[config.mk]
export PLATFORM = sky130hd
export DESIGN_NAME = pga_mul
export DESIGN_NICKNAME = d
export VERILOG_FILES = /design/src/hw/rtl/pga_pkg.sv /design/src/hw/rtl/pga_mul.sv
export SDC_FILE = /design/constraint.sdc
export NUM_CORES = 1
export LEC_CHECK = 0
export BUFFER_PORTS_ARGS = -buffer_cell sky130_fd_sc_hd__buf_2
export CORE_MARGIN = 5
export CORE_UTILIZATION = 51
export DETAILED_ROUTE_END_ITERATION = 8
export GPL_ROUTABILITY_DRIVEN = 0
export MAX_ROUTING_LAYER = met4
export PLACE_DENSITY = 0.74
export SLEW_MARGIN = 10
export SYNTH_ARGS = -nofsm -noshare
export SYNTH_HDL_FRONTEND = slang
export SYNTH_SLANG_ARGS = --single-unit
[constraint.sdc]
create_clock -name clk -period 10.5 [get_ports clk]
set_clock_uncertainty 0.2 [all_clocks]
set_input_delay 0 -clock clk [delete_from_list [all_inputs] [get_ports clk]]
set_output_delay 0 -clock clk [all_outputs]
set_load 0.02 [all_outputs]
[src/hw/rtl/pga_pkg.sv]
// Shared constants and item types for the pairwise gravity acceleration block.
// No dependencies; every other file in hw/rtl imports this package.
package pga_pkg;

    localparam int POS_WIDTH  = 32;
    localparam int MASS_WIDTH = 24;
    localparam int G_WIDTH    = 32;
    localparam int ACC_WIDTH  = 32;
    localparam int MUL_CHUNK  = 8;

    localparam logic [G_WIDTH-1:0]   G_RESET = 32'h0001_0000;
    localparam logic [ACC_WIDTH-1:0] ACC_MAX = 32'h7FFF_FFFF;
    localparam logic [ACC_WIDTH-1:0] ACC_MIN = 32'h8000_0000;

    typedef struct packed {
        logic signed [POS_WIDTH-1:0] attractor_x;
        logic signed [POS_WIDTH-1:0] attractor_y;
        logic signed [POS_WIDTH-1:0] body_x;
        logic signed [POS_WIDTH-1:0] body_y;
        logic [MASS_WIDTH-1:0]       attractor_mass;
    } pga_in_t;

    typedef struct packed {
        logic signed [ACC_WIDTH-1:0] accel_x;
        logic signed [ACC_WIDTH-1:0] accel_y;
        logic                        coincident;
        logic                        saturated;
    } pga_out_t;

endpackage

[src/hw/rtl/pga_mul.sv]
// Pipelined unsigned multiplier: one chunk of the b operand per stage, shift and add.
// Depends on pga_pkg for the default chunk width.
module pga_mul #(
    parameter int AW = 8,
    parameter int BW = 8,
    parameter int CH = pga_pkg::MUL_CHUNK
) (
    input  logic             clk,
    input  logic             en,
    input  logic [AW-1:0]    a,
    input  logic [BW-1:0]    b,
    output logic [AW+BW-1:0] p
);
    import pga_pkg::*;

    localparam int NS  = (BW + CH - 1) / CH;
    localparam int BPW = NS * CH;
    localparam int PW  = AW + BW;
    localparam int PPW = AW + CH;

    logic [AW-1:0]  a_reg   [NS];
    logic [BPW-1:0] b_reg   [NS];
    logic [PW-1:0]  acc_reg [NS];
    logic [PPW-1:0] pp      [NS];
    logic [BPW-1:0] b_pad;

    assign b_pad = BPW'(b);

    for (genvar k = 0; k < NS; k++) begin : g_stage
        if (k == 0) begin : g_first
            assign pp[k] = PPW'(a) * PPW'(b_pad[CH-1:0]);
            always_ff @(posedge clk)
            begin
                if (en)
                begin
                    a_reg[k]   <= a;
                    b_reg[k]   <= b_pad;
                    acc_reg[k] <= PW'(pp[k]);
                end
            end
        end else begin : g_rest
            assign pp[k] = PPW'(a_reg[k-1]) * PPW'(b_reg[k-1][k*CH +: CH]);
            always_ff @(posedge clk)
            begin
                if (en)
                begin
                    a_reg[k]   <= a_reg[k-1];
                    b_reg[k]   <= b_reg[k-1];
                    acc_reg[k] <= acc_reg[k-1] + (PW'(pp[k]) << (k * CH));
                end
            end
        end
    end

    assign p = acc_reg[NS-1];

endmodule

==> results.toml <==
[synthesis]
ys_types = 29
ys_seq_area_share_pct = 18.6
netlist_instances = 259
ys_top_cells_by_area = "fa_1 (28%), edfxtp_1 (19%), ha_1 (17%), and2_1 (11%), inv_1 (7.1%)"
avgSynthCellArea_um2 = 9.99
synth_top_area_share_pct = 27.9
ys_ff_latch = 16
yosysWarnings = 0
syn_nets = 349
syn-cell-area_mm2 = 0.00259
synth_top_area_cell = "fa_1"

[sta]
timing.fmax_mhz = 251
worst_pin_slew_ns = 0.395
tns_ns = 0
hold-worst-slack_ns = 0.0780
period_share_pct = 37.9
report.final.setup_viol = 0
rsz0062_at_grt = "no"
slew_headroom_pct = 73.4
fin_crit_ns = 3.98
finalHoldViolCount = 0
drv_slew = 0

[clocking]
cts_tree = "yes"
cts.sinks = 16
postCtsHoldBufs = 3
post-cts-setup-buffer-count = 0
cts_resized = 0
numCtsBuffers = 3
cts_buffer_depth = 2
clock-root-buffer = "clkbuf_8"
htreeDepth = 1
clkTransAtPathRegs_ns = 0.07

[worst_setup_path]
crit_required_ns = 10.31
start_kind = "input pin"
timing.critical_path.buf_inv = 5
max_stage_delay_ns = 0.54
cpMaxStageDelayCell = "fa_1"
cp-end-kind = "flip-flop"
crit_type = "in2reg"
cp_max_fo = 8
cp.arrival_ns = 3.79
path_cells = "buf_2 -> and2_1 -> fa_1 -> inv_1 -> fa_1 -> inv_1 -> fa_1 -> inv_1 -> fa_1 -> inv_1 -> ha_1 -> and2_4 -> a221oi_2 -> nand2_1 -> a31oi_1 -> xnor2_1"
crit_family = "adder cells"

[floorplan]
dieArea_mm2 = 0.00660
initial_core_util_pct = 51.6
ioPinCount = 34
coreArea_mm2 = 0.00501
fp.dieW_um = 81.2
num_rows = 26
die_h_um = 81.2

[run]
cap_viol_max_count = 0

[worst_hold_path]
hold_class = "in2reg"

[detailed_routing]
met3_length_um = 205
top_layer = "met4"
drc = 0
vias = 1891
met2_length_um = 2750
drt_first_pass_iters = 4
vias_per_cell = 5.12
drt_iter0_markers = 65
ant_nets = 0
routed_wl_um = 5180
wl_per_cell_um = 14.0
wl_met1_um = 2170

[layout]
nNetsFinal = 390
syn2layout_area_growth_pct = 12.7
n_fill_cell = 458
layout-drive-gt1-share_pct = 13.7
largest_reg_flops = 16
multi_input_area_mm2 = 0.00192
register_area_um2 = 480
n_antenna_cell = 0

[global_routing]
grt_overflow = 0
antenna_found_initial = 0
grt_pass1_wl_um = 8200
grt_max_degree = 17
grt_usage_pct = 16.9
grt_pass1_vias = 1843

[placed_design]
hpwl_um = 4280
port_buffers = 33

[run_status]
status = "finished, final reports clean"

[pwr]
powerDensity_mw_per_mm2 = 185
p_comb_share_pct = 69.2
seqPwrFrac_pct = 21.4
p_leak_uw = 0.00149
p_sw_share_pct = 44.5
p_sw_uw = 240
power_frac_clock_pct = 9.4
irDropWorstVdd_mv = 0.120
internal-power_uw = 300
final timing paths:
| check | from | slack (ns) | cells past startpoint | to |
|---|---|---|---|---|
| hold / removal | a[1] | 0.08 | 3 | acc_reg[0][1]$_DFFE_PP_ |
| setup / recovery | b[4] | 6.52 | 16 | acc_reg[0][11]$_DFFE_PP_ |
metal layers:
layer	up-vias	GRT usage, %
li1	911	-
met1	936	20.6
met2	37	29.2
met3	7	2.99
met4	0	4.22
met5	-	-
cell usage in the layout (no fill, tap or decap), types with 2 or more instances in the layout:
cell / count
and2_1: 47
nor3_1: 2
xor2_1: 4
fa_1: 36
a211o_1: 3
a21oi_1: 5
nor2_1: 6
o21a_1: 4
xnor2_1: 7
nor2b_1: 2
ha_1: 36
inv_1: 49
and3_1: 3
nand2_1: 23
buf_2: 33
o211ai_1: 2
edfxtp_1: 16
o21ai_1: 2
dlygate4sd3_1: 3
clkbuf_8: 3
synth_stat cells (all sizes together):
library cell / number
o311ai: 1
o22a: 1
nor2: 6
a31oi: 1
o21a: 4
nor3b: 1
inv: 49
nand3: 1
fa: 36
a21o: 1
a21oi: 5
a221oi: 1
and3: 3
ha: 36
nor3: 2
o21ai: 3
and2: 48
xor2: 4
nor2b: 2
a211oi: 1
o211ai: 2
nor4: 1
a211o: 3
edfxtp: 16
or4: 1
nand2: 23
xnor2: 7
per-stage QoR:
step,utilization (%),std cells,area (um2),power [uW],setup WS [ns]
CTS,58.2,369,2920,547,6.51
global placement,56.7,362,2840,479,6.33
global route,58.2,369,2920,590,6.31
finish,58.2,369,2920,540,6.52
detailed placement,56.7,362,2840,493,6.23
floorplan,-,259,2590,405,6.60
final cells by class:
class,count,area share [%]
Clock buffer,3,1.42
Clock inverter,1,0.129
Inverter,49,6.31
Multi-Input combinational cell,194,66.0
Sequential cell,16,16.5
Tap cell,70,3.00
Timing Repair Buffer,36,6.70
logic make-up (layout without fill, tap and decap cells):
kind of cell	after synthesis	after routing	synth area share (%)
AO/OA/AOI/OAI	23	23	6.62
XOR/XNOR	11	11	3.72
adder cells (fa/ha/maj)	72	72	45.3
buffers and inverters	49	89	7.11
flip-flops	16	16	18.6
AND/OR/NAND/NOR	88	88	18.7
power groups by stage:
stage               Sequential [uW]  Combinational, uW  Clock (uW)
finish                          115                374        50.8
global route                    117                419        53.8
CTS                             116                379        52.4
detailed placement              117                375           0
global placement                117                362           0
floorplan                       149                257           0
No activity file was read; power rests on OpenSTA's default activity.
